===== src/sv/kemn_pkg.sv =====
`default_nettype none
// ----------------------------------------------------------------------------
// kemn_pkg
// Shared types and constants for the key edge to MIDI note encoder.
// ----------------------------------------------------------------------------
package kemn_pkg;

  // Key scan geometry
  localparam int KEY_COUNT   = 12;
  localparam int SCAN_BITS   = 12;
  localparam int KEY_SCAN    = (KEY_COUNT < SCAN_BITS) ? KEY_COUNT : SCAN_BITS;
  localparam int KEY_CNT_W   = $clog2(KEY_SCAN + 1);
  localparam int KEY_IDX_W   = (KEY_SCAN > 1) ? $clog2(KEY_SCAN) : 1;

  // Chord slots (at most three offset registers exist)
  localparam int CHORD_SLOTS = 3;
  localparam int CHORD_REGS  = 3;
  localparam int SLOT_W      = $clog2(CHORD_SLOTS + 1);

  // Stream widths
  localparam int IN_TDATA_W  = 16;
  localparam int OUT_TDATA_W = 40;
  localparam int CFG_INDEX_W = 3;
  localparam int CFG_DATA_W  = 8;

  // MIDI constants
  localparam logic [3:0] CIN_NOTE_ON   = 4'h9;
  localparam logic [3:0] CIN_NOTE_OFF  = 4'h8;
  localparam logic [3:0] CIN_STATUS    = 4'h0;
  localparam logic [7:0] STS_NOTE_ON   = 8'h90;
  localparam logic [7:0] STS_NOTE_OFF  = 8'h80;
  localparam logic [6:0] NOTE_VELOCITY = 7'd64;
  localparam logic [7:0] NOTE_NONE     = 8'd255;

  // Configuration register indexes
  typedef enum logic [CFG_INDEX_W-1:0] {
    REG_OCTAVE  = 3'd0,
    REG_DISCO   = 3'd1,
    REG_CHORD_A = 3'd2,
    REG_CHORD_B = 3'd3,
    REG_CHORD_C = 3'd4
  } reg_index_t;

  // Result kinds
  typedef enum logic [1:0] {
    KIND_NOTE_ON  = 2'd0,
    KIND_NOTE_OFF = 2'd1,
    KIND_STATUS   = 2'd2
  } kind_t;

  // Sequencer states
  typedef enum logic [2:0] {
    ST_IDLE,
    ST_INIT,
    ST_KEY,
    ST_EMIT,
    ST_NEXT,
    ST_STATUS
  } state_t;

endpackage

`default_nettype wire


===== src/sv/key_edge_midi_note_encoder_top.sv =====
`default_nettype none
// ----------------------------------------------------------------------------
// key_edge_midi_note_encoder_top
// Compares each key scan with the previous one and emits MIDI note-on /
// note-off packets (with chord notes) followed by one end-of-scan status.
// ----------------------------------------------------------------------------
//  Channel   Direction  Transfer when         Payload
//  s_axis    in         s_tvalid & s_tready   tdata: key_levels
//  m_axis    out        m_tvalid & m_tready   tdata/tuser: packet, tlast: last
//  cfg       in         cfg_valid & cfg_ready cfg_index, cfg_data
//
//  The sequencer steps through each key of a scan and, for each key that
//  changed, through the base note and every chord slot; the single shared
//  8-bit adder of the sequencer (octave base, key step, chord sums) serves
//  all these steps. s_tready is high only while idle. A stalled m_tready
//  holds the sequencer at the next packet; one result register sits on the
//  output. Reset is synchronous: no key pressed, count zero.
// ----------------------------------------------------------------------------
module key_edge_midi_note_encoder_top (
  input  wire logic                                clk,
  input  wire logic                                rst,
  // slave stream: [11:0] key_levels, [15:12] zero
  input  wire logic                                s_tvalid,
  output logic                                     s_tready,
  input  wire logic [kemn_pkg::IN_TDATA_W-1:0]     s_tdata,
  // master stream
  output logic                                     m_tvalid,
  input  wire logic                                m_tready,
  // [3:0] code_index, [11:4] status_byte, [19:12] pitch, [26:20] velocity,
  // [30:27] led_pattern, [38:31] latest_note, [39] zero
  output logic [kemn_pkg::OUT_TDATA_W-1:0]         m_tdata,
  // [1:0] kind
  output logic [1:0]                               m_tuser,
  output logic                                     m_tlast,
  // configuration write channel
  input  wire logic                                cfg_valid,
  output logic                                     cfg_ready,
  input  wire logic [kemn_pkg::CFG_INDEX_W-1:0]    cfg_index,
  input  wire logic [kemn_pkg::CFG_DATA_W-1:0]     cfg_data
);
  import kemn_pkg::*;

  // Configuration registers
  logic [3:0] octave;
  logic       disco_enable;
  logic [7:0] chord_reg [CHORD_REGS];

  // Scan state
  state_t               state, state_next;
  logic [SCAN_BITS-1:0] previous_keys, previous_keys_next;
  logic [KEY_SCAN-1:0]  edge_on, edge_on_next;
  logic [KEY_SCAN-1:0]  edge_off, edge_off_next;
  logic [KEY_CNT_W-1:0] key_cnt, key_cnt_next;
  logic [SLOT_W-1:0]    slot, slot_next;
  logic                 key_on, key_on_next;
  logic [7:0]           base, base_next;
  logic [7:0]           note_on_count, note_on_count_next;
  logic [7:0]           latest_pressed, latest_pressed_next;

  // Output register
  logic                   out_valid, out_valid_next;
  logic [OUT_TDATA_W-1:0] out_data, out_data_next;
  logic [1:0]             out_user, out_user_next;
  logic                   out_last, out_last_next;

  // Shared adder
  logic [7:0] add_a, add_b, add_sum;
  assign add_sum = add_a + add_b;

  logic [SCAN_BITS-1:0] cur_keys;
  logic [7:0]           chord_off;
  logic                 out_free;
  logic                 s_fire;

  assign cur_keys  = s_tdata[SCAN_BITS-1:0];
  assign s_tready  = (state == ST_IDLE);
  assign s_fire    = s_tvalid && s_tready;
  assign out_free  = !out_valid || m_tready;
  assign cfg_ready = 1'b1;

  assign m_tvalid = out_valid;
  assign m_tdata  = out_data;
  assign m_tuser  = out_user;
  assign m_tlast  = out_last;

  // Chord offset of the current slot (slot 0 is the base note)
  always_comb begin
    chord_off = 8'd0;
    for (int s = 0; s < CHORD_SLOTS; s++) begin
      if (slot == SLOT_W'(s + 1)) chord_off = chord_reg[s];
    end
  end

  // Configuration writes
  always_ff @(posedge clk) begin
    if (rst) begin
      octave       <= 4'd0;
      disco_enable <= 1'b0;
      for (int r = 0; r < CHORD_REGS; r++) chord_reg[r] <= 8'd0;
    end else if (cfg_valid && cfg_ready) begin
      unique case (cfg_index)
        REG_OCTAVE:  octave       <= cfg_data[3:0];
        REG_DISCO:   disco_enable <= cfg_data[0];
        REG_CHORD_A: chord_reg[0] <= cfg_data;
        REG_CHORD_B: chord_reg[1] <= cfg_data;
        REG_CHORD_C: chord_reg[2] <= cfg_data;
        default: ;
      endcase
    end
  end

  // Sequencer: next state, adder operands and output loading
  always_comb begin
    state_next          = state;
    previous_keys_next  = previous_keys;
    edge_on_next        = edge_on;
    edge_off_next       = edge_off;
    key_cnt_next        = key_cnt;
    slot_next           = slot;
    key_on_next         = key_on;
    base_next           = base;
    note_on_count_next  = note_on_count;
    latest_pressed_next = latest_pressed;
    out_valid_next      = out_valid && !m_tready;
    out_data_next       = out_data;
    out_user_next       = out_user;
    out_last_next       = out_last;
    add_a               = base;
    add_b               = 8'd0;

    unique case (state)
      ST_IDLE: begin
        if (s_fire) begin
          edge_on_next        = KEY_SCAN'(~cur_keys & previous_keys);
          edge_off_next       = KEY_SCAN'(cur_keys & ~previous_keys);
          previous_keys_next  = cur_keys;
          latest_pressed_next = NOTE_NONE;
          key_cnt_next        = '0;
          state_next          = ST_INIT;
        end
      end
      ST_INIT: begin
        // base = octave * 12 = octave * 8 + octave * 4
        add_a      = {1'b0, octave, 3'b000};
        add_b      = {2'b00, octave, 2'b00};
        base_next  = add_sum;
        state_next = ST_KEY;
      end
      ST_KEY: begin
        if (key_cnt == KEY_CNT_W'(KEY_SCAN)) begin
          state_next = ST_STATUS;
        end else if (edge_on[key_cnt[KEY_IDX_W-1:0]] ||
                     edge_off[key_cnt[KEY_IDX_W-1:0]]) begin
          key_on_next = edge_on[key_cnt[KEY_IDX_W-1:0]];
          slot_next   = '0;
          state_next  = ST_EMIT;
        end else begin
          state_next = ST_NEXT;
        end
      end
      ST_EMIT: begin
        add_b = chord_off;
        if (slot != '0 && chord_off == 8'd0) begin
          // unused chord slot
          if (slot == SLOT_W'(CHORD_SLOTS)) state_next = ST_NEXT;
          else slot_next = slot + 1'b1;
        end else if (out_free) begin
          out_valid_next = 1'b1;
          out_last_next  = 1'b0;
          out_data_next  = '0;
          out_data_next[19:12] = add_sum;
          out_data_next[26:20] = NOTE_VELOCITY;
          if (key_on) begin
            out_user_next       = KIND_NOTE_ON;
            out_data_next[3:0]  = CIN_NOTE_ON;
            out_data_next[11:4] = STS_NOTE_ON;
            note_on_count_next  = note_on_count + 8'd1;
            if (slot == '0) latest_pressed_next = base;
          end else begin
            out_user_next       = KIND_NOTE_OFF;
            out_data_next[3:0]  = CIN_NOTE_OFF;
            out_data_next[11:4] = STS_NOTE_OFF;
          end
          if (slot == SLOT_W'(CHORD_SLOTS)) state_next = ST_NEXT;
          else slot_next = slot + 1'b1;
        end
      end
      ST_NEXT: begin
        add_b        = 8'd1;
        base_next    = add_sum;
        key_cnt_next = key_cnt + 1'b1;
        state_next   = ST_KEY;
      end
      ST_STATUS: begin
        if (out_free) begin
          out_valid_next        = 1'b1;
          out_last_next         = 1'b1;
          out_user_next         = KIND_STATUS;
          out_data_next         = '0;
          out_data_next[3:0]    = CIN_STATUS;
          out_data_next[30:27]  = disco_enable ? note_on_count[3:0] : 4'd0;
          out_data_next[38:31]  = latest_pressed;
          state_next            = ST_IDLE;
        end
      end
      default: state_next = ST_IDLE;
    endcase
  end

  // State register
  always_ff @(posedge clk) begin
    if (rst) state <= ST_IDLE;
    else     state <= state_next;
  end

  // Control and datapath registers
  always_ff @(posedge clk) begin
    if (rst) begin
      previous_keys  <= '1;
      note_on_count  <= 8'd0;
      latest_pressed <= NOTE_NONE;
      out_valid      <= 1'b0;
      key_cnt        <= '0;
      slot           <= '0;
    end else begin
      previous_keys  <= previous_keys_next;
      note_on_count  <= note_on_count_next;
      latest_pressed <= latest_pressed_next;
      out_valid      <= out_valid_next;
      key_cnt        <= key_cnt_next;
      slot           <= slot_next;
    end
    edge_on  <= edge_on_next;
    edge_off <= edge_off_next;
    key_on   <= key_on_next;
    base     <= base_next;
    out_data <= out_data_next;
    out_user <= out_user_next;
    out_last <= out_last_next;
  end

endmodule

`default_nettype wire

===== config.mk =====
export PLATFORM = sky130hd
export DESIGN_NAME = key_edge_midi_note_encoder_top
export DESIGN_NICKNAME = d
export VERILOG_FILES = /design/src/sv/kemn_pkg.sv /design/src/sv/key_edge_midi_note_encoder_top.sv
export SDC_FILE = /design/constraint.sdc
export NUM_CORES = 1
export LEC_CHECK = 0
export ABC_AREA = 1
export BUFFER_PORTS_ARGS = -buffer_cell sky130_fd_sc_hd__buf_2
export CAP_MARGIN = 0
export CORE_ASPECT_RATIO = 1.5
export CORE_UTILIZATION = 54
export DETAILED_ROUTE_END_ITERATION = 8
export GPL_TIMING_DRIVEN = 0
export HOLD_SLACK_MARGIN = 0.02
export PLACE_DENSITY = 0.75
export SLEW_MARGIN = 20
export SYNTH_ARGS = -nofsm -noshare
export SYNTH_HDL_FRONTEND = slang
export SYNTH_SLANG_ARGS = --single-unit

===== constraint.sdc =====
create_clock -name clk -period 3.16 [get_ports clk]
set_input_delay 0.158 -clock clk [delete_from_list [all_inputs] [get_ports clk]]
set_output_delay 0.158 -clock clk [all_outputs]
set_load 0.05 [all_outputs]

* After elaboration in Yosys (flattened, before gate mapping) *
Memory sizes are Yosys's and may differ from the RTL's.
Index checks and enable logic that the tools add are counted.

operators by class
  add/subtract/negate cells = 4
  multipliers = 0
  div/mod/pow operators = 0
  magnitude comparators = 1
  equality and inequality tests = 22
  shift operators = 0
  multiplexer cells = 66
  bitwise gates (word level) = 9
  reduce and logical (&&, ||, !) cells = 27

operators by type and width
  cell                                            count
  two-way mux 40 bit                              3
  two-way mux 8 bit                               12
  one-hot mux 40 bit (2 select lines)             1
  bitwise AND 12 bit                              2
  inverter 12 bit                                 2
  one-hot mux 8 bit (3 select lines)              1
  two-way mux 1 bit                               22
  two-way mux 3 bit                               7
  two-way mux 2 bit                               8
  one-hot mux 8 bit (2 select lines)              1
  one-hot mux 3 bit (5 select lines)              1
  inequality test 2 bit (second input constant)   7
  == test 3 x 2 -> 1 bit (second input constant)  4
  AND reduction 4 bit                             3
  nonzero test 2 bit                              5
  == test 3 bit (second input constant)           3
  two-way mux 9 bit                               1
  adder 8 x 1 -> 8 bit (second input constant)    1
  adder 8 bit                                     1
  binary-select mux 1 bit (select 4 bit)          2
  zero test 8 bit                                 1
  two-way mux 4 bit                               2
  one-hot mux 2 bit (2 select lines)              2
  one-hot mux 4 bit (2 select lines)              1
  21 further kinds                                36

storage, ports and cells
  bits in registers = 119
  latch bits = 0
  memory bits (writable) = 24
  memory bits (read-only) = 0
  bits of input ports = 32
  output and inout port bits = 46
  word-level logic and storage cells = 146
  memories = 1

memories
  memory     words  width  read ports  clocked after memory_dff  wr ports  line                                  RTL
  chord_reg  3      8      3           0                         3         key_edge_midi_note_encoder_top.sv:46  logic [7:0] chord_reg [CHORD_REGS];

* Logic depth before layout (Yosys ltp) *
  word-level depth = 9
  depth in mapped cells = 18
  depth with buffers taken out = 18

* Least setup slack after synthesis *
OpenSTA, ideal clock, no wires.

  path type = register to register
  start point = register slot[0]
  end point = register out_data[11] (netlist: m_tdata[11]) (enable)
  setup time = 0.409 ns
  arrival time = 2.490 ns
  path slack = 0.262 ns
  cell stages (with the launch flop) = 15
  buffers on the path = 1
  path through = dfxtp_1 > inv_1 > ha_1 > buf_4 > nand2_1 > nand2_1 > nor2_1 > nor2_1 > nand2_1 > nor2_1 > nand2_1 > nand2_2 > inv_1 > nor2_1 > nor2_1

between the ends
  longest elaborated chain between the ends = 8
  elaborated cells between the ends (all ways) = 11

ends and longest elaborated chain
  element                            line                                   RTL
  start, declared                    key_edge_midi_note_encoder_top.sv:54   logic [SLOT_W-1:0] slot, slot_next;
  start signal, assigned             key_edge_midi_note_encoder_top.sv:231  slot <= slot_next;
  == test 2 x 1 -> 1 bit             key_edge_midi_note_encoder_top.sv:90   if (slot == SLOT_W'(s + 1)) chord_off = chord_reg[s];
  two-way mux 8 bit (3 in series)    key_edge_midi_note_encoder_top.sv:90
  zero test 8 bit                    key_edge_midi_note_encoder_top.sv:163  if (slot != '0 && chord_off == 8'd0) begin
  logical AND 1 bit *                key_edge_midi_note_encoder_top.sv:163
  inequality test 2 bit (no line) *  --
  AND reduction 4 bit (no line) *    --
  end signal, assigned               key_edge_midi_note_encoder_top.sv:237  out_data <= out_data_next;
  end, declared                      key_edge_midi_note_encoder_top.sv:62   logic [OUT_TDATA_W-1:0] out_data, out_data_next;

Mark *: on every way between the ends. The rest lies on a longest branch, timed or not.
A chain may end at the register's enable or synchronous reset.

* Worst setup path after layout *
  start point = register slot[0]
  end point = register base[6] (data pin)

between the ends
  longest elaborated chain between the ends = 6
  elaborated cells between the ends (all ways) = 8

ends and longest elaborated chain
  element                               line                                   RTL
  == test 2 x 1 -> 1 bit                key_edge_midi_note_encoder_top.sv:90
  two-way mux 8 bit (2 in series)       key_edge_midi_note_encoder_top.sv:90
  two-way mux 8 bit *                   key_edge_midi_note_encoder_top.sv:90
  one-hot mux 8 bit (3 select lines) *  key_edge_midi_note_encoder_top.sv:131  unique case (state)
  adder 8 bit *                         key_edge_midi_note_encoder_top.sv:68   assign add_sum = add_a + add_b;
  named net add_sum[6]                  key_edge_midi_note_encoder_top.sv:67   logic [7:0] add_a, add_b, add_sum;
  end signal, assigned                  key_edge_midi_note_encoder_top.sv:236  base <= base_next;
  end, declared                         key_edge_midi_note_encoder_top.sv:56   logic [7:0] base, base_next;

Mark *: on every way through the listed nets, which the timed path passes. The rest lies on a longest branch.

==> impl_metrics.tcl <==
set metrics [dict create \
    status "completed" \
    first_global_vias 4011 \
    drt_pre_antenna_iters 5 \
    power.leakage_nw 3.32 \
    crit_top_cell "nand2_1" \
    synth_compound_gate_area_share_pct 8.47 \
    fin_worst_skew_ps 6.00 \
    yosys.area_share.adder_pct 3.41 \
    clockBufferDepth 2 \
    crit_required_ps 3330 \
    maxSlewViolCount 0 \
    start_util_pct 56.1 \
    fin_crit_sh_pct 91.9 \
    timing.fmax_mhz 345 \
    drc 0 \
    antenna_found_initial 0 \
    setup_ws_ps 257 \
    via_count 4284 \
    wl_um 10900 \
    root_buffer "clkbuf_16" \
    worstPathMaxFanout 10 \
    ff2ff_path_depth 17 \
    cp-start-kind "flop" \
    grt_overflow 0 \
    ir_worst_vdd_uv 628 \
    dpl.cell_count 840 \
    rsz0062_at_grt "no" \
    synth_area_leaders "edfxtp_1 44%, dfxtp_1 14%, nand2_1 7.7%" \
    fin_crit_ps 2900 \
    clk_pin_slew_worst_paths_ps 60 \
    hp-class "in2reg" \
    postSynthAreaPerCell_sq_um 9.11 \
    core.rowCount 45 \
    critPathMaxStageDelay_ps 390 \
    crit_chain "inv_1, ha_2, buf_4, a21oi_2, nand2_1, nand2_1, o21ai_0, ha_2, fa_1, nand2_1, inv_1, o21ai_1, nand2_1, a21oi_2, o21bai_1, xor2_1, inv_1" \
    dpl_worst_slack_ps 108 \
    synth_top_family_by_area "simple AND/OR/NAND/NOR gates" \
    largest_reg_flops 24 \
    cts_tree "built" \
    syn_area_sq_mm 0.00572 \
    die_x_um 86.0 \
    wl_per_cell_um 12.3 \
    timing.setup.tns_ps 0 \
    cpMaxStageDelayCell "fa_1" \
    hold_viol_final 0 \
    grt_usage_pct 21.7 \
    slew-limit-headroom_pct 39.4 \
    endpoint_kind "flop" \
    pin_count 78 \
    ant_nets 0 \
    fp.coreArea_sq_mm 0.0102 \
    seq_area_frac_synth_pct 57.2 \
    die_y_um 128 \
    ys_ff_latch 122 \
    synth_edf_count 83 \
    synthArstFlopShare_pct 0 \
    synth_cells 628 \
    worstMarginPinSlew_ps 909 \
    grt_pass1_wl_um 17900 \
    critPathKind "reg2reg" \
    hpwl_um 7840 \
    grt_max_degree 26 \
    io_buffers 56 \
    synth-xor-area-share_pct 1.38 \
    finalNetCount 776 \
    finalSetupViolCount 0 \
    yosys.area.top_type "edfxtp_1" \
    synthDistinctLibCells 38 \
    total_power_mw 5.55 \
    synth_top_area_share_pct 43.6 \
    insertion_delay_ps 420 \
    worstPathArrival_ps 3080 \
    cts_buffers 17 \
    hold_depth 3 \
    first_iter_violations 251 \
    finalInstanceArea_sq_mm 0.00700 \
    n_antenna_cell 0 \
    vias_per_cell 4.85 \
    placed_area_sq_mm 0.00624 \
    synth-main-ff-cell "edfxtp_1" \
    synthSimpleGateAreaFrac_pct 17.9 \
    cap_violations 0 \
    cts-htree-levels 4 \
    syn2layout_area_growth_pct 22.3 \
    die_area_sq_mm 0.0110 \
    synthMuxAreaShare_pct 0 \
    p_per_area_mw_per_mm2 793 \
    gp_congestion 0.851 \
    clock_sinks 122 \
    yosys_warnings 0 \
    drive_gt1_share_pct 18.5 \
    final_cells 883 \
]
[per-layer routing]
| layer | global-route usage [%] | routed length, um |
|---|---|---|
| met5 | 0 | 0 |
| met2 | 37.7 | 5750 |
| met4 | 10.4 | 261 |
| met1 | 23.8 | 4360 |
| met3 | 6.63 | 526 |
[kinds of logic (layout without fill, tap and decap cells)]
kind of cell             after synthesis  in the layout
other                                  2             16
AND/OR/NAND/NOR                      249            249
buffers and inverters                149            249
XOR/XNOR                               9              9
flip-flops                           122            122
AO/OA/AOI/OAI                         82             82
adder cells (fa/ha/maj)               15             15
[cells in the mapped netlist (4+ instances only)]
| library cell | count |
|---|---|
| o21ai_0 | 27 |
| o211ai_1 | 16 |
| o221ai_1 | 4 |
| nor2_1 | 91 |
| inv_1 | 112 |
| buf_4 | 20 |
| nand3_1 | 21 |
| buf_2 | 4 |
| xor2_1 | 7 |
| nand2_1 | 118 |
| ha_1 | 14 |
| edfxtp_1 | 83 |
| dfxtp_1 | 39 |
| clkbuf_1 | 5 |
| a21oi_1 | 25 |
[metrics by stage]
stage	hold WS (ps)	util, %
6_report	21.4	68.7
5_1_grt	25.7	68.7
4_1_cts	20.4	68.4
3_5_place_dp	440	61.3
3_3_place_gp	437	61.1
2_1_floorplan	304	-
[worst max-delay path: cells and delay by family, from the launching register on]
family / cells / cell delay [ps]
xor+xnor: 1 / 200
compound gates: 5 / 560
fa+ha+maj: 3 / 830
simple gates: 4 / 330
flops: 1 / 350
buf+inv: 4 / 390
[final timing paths]
kind / end / slack, ps / from
setup reg to reg: base[6]$_DFFE_PP_ / 260 / slot[0]$_SDFFE_PP0P_
setup / recovery: base[6]$_DFFE_PP_ / 260 / slot[0]$_SDFFE_PP0P_
hold / removal: state[0]$_SDFFE_PP0P_ / 20 / s_tvalid
hold reg to reg: octave[3]$_SDFFE_PP0P_ / 440 / octave[3]$_SDFFE_PP0P_
[layout make-up]
class                           count  area [sq um]
Fill cell                         787          3190
Timing Repair Buffer               68           399
Tap cell                          141           176
Multi-Input combinational cell    371          1860
Sequential cell                   122          3270
Clock inverter                     12           171
Clock buffer                       20           457
Buffer                             33           219
Inverter                          116           438
[placed cells by master (no fill, tap or decap), drive strengths merged, types with 2 or more instances in the layout]
cell	netlist	layout
conb	2	16
nand3	23	23
buf	28	86
o221ai	4	4
a21oi	26	26
dlygate4sd3	0	10
clkinvlp	0	2
inv	116	116
clkbuf	5	25
or2	6	6
clkinv	0	6
bufinv	0	4
nand2	121	121
xor2	7	7
o211ai	16	16
nor3	2	2
nor2	94	94
o21ai	30	30
o22ai	3	3
nand4	2	2
xnor2	2	2
edfxtp	83	83
dfxtp	39	39
o21bai	2	2
ha	14	14
[repair_timing]
| item | in CTS | in global routing |
|---|---|---|
| setup buffers | 0 | 1 |
| endpoints found under the hold margin | 10 | 0 |
| hold buffers | 10 | 0 |
| endpoints found under the setup margin | 0 | 2 |
| resized for setup | 0 | 8 |
[where the power goes]
group          internal, mW  leakage [nW]  switching [mW]
combinational         0.402          1.91           0.936
sequential             2.05          1.11           0.111
clock                  1.35         0.303           0.691
total                  3.81          3.32            1.74
Note: power is estimated with default switching activity, not from simulation.
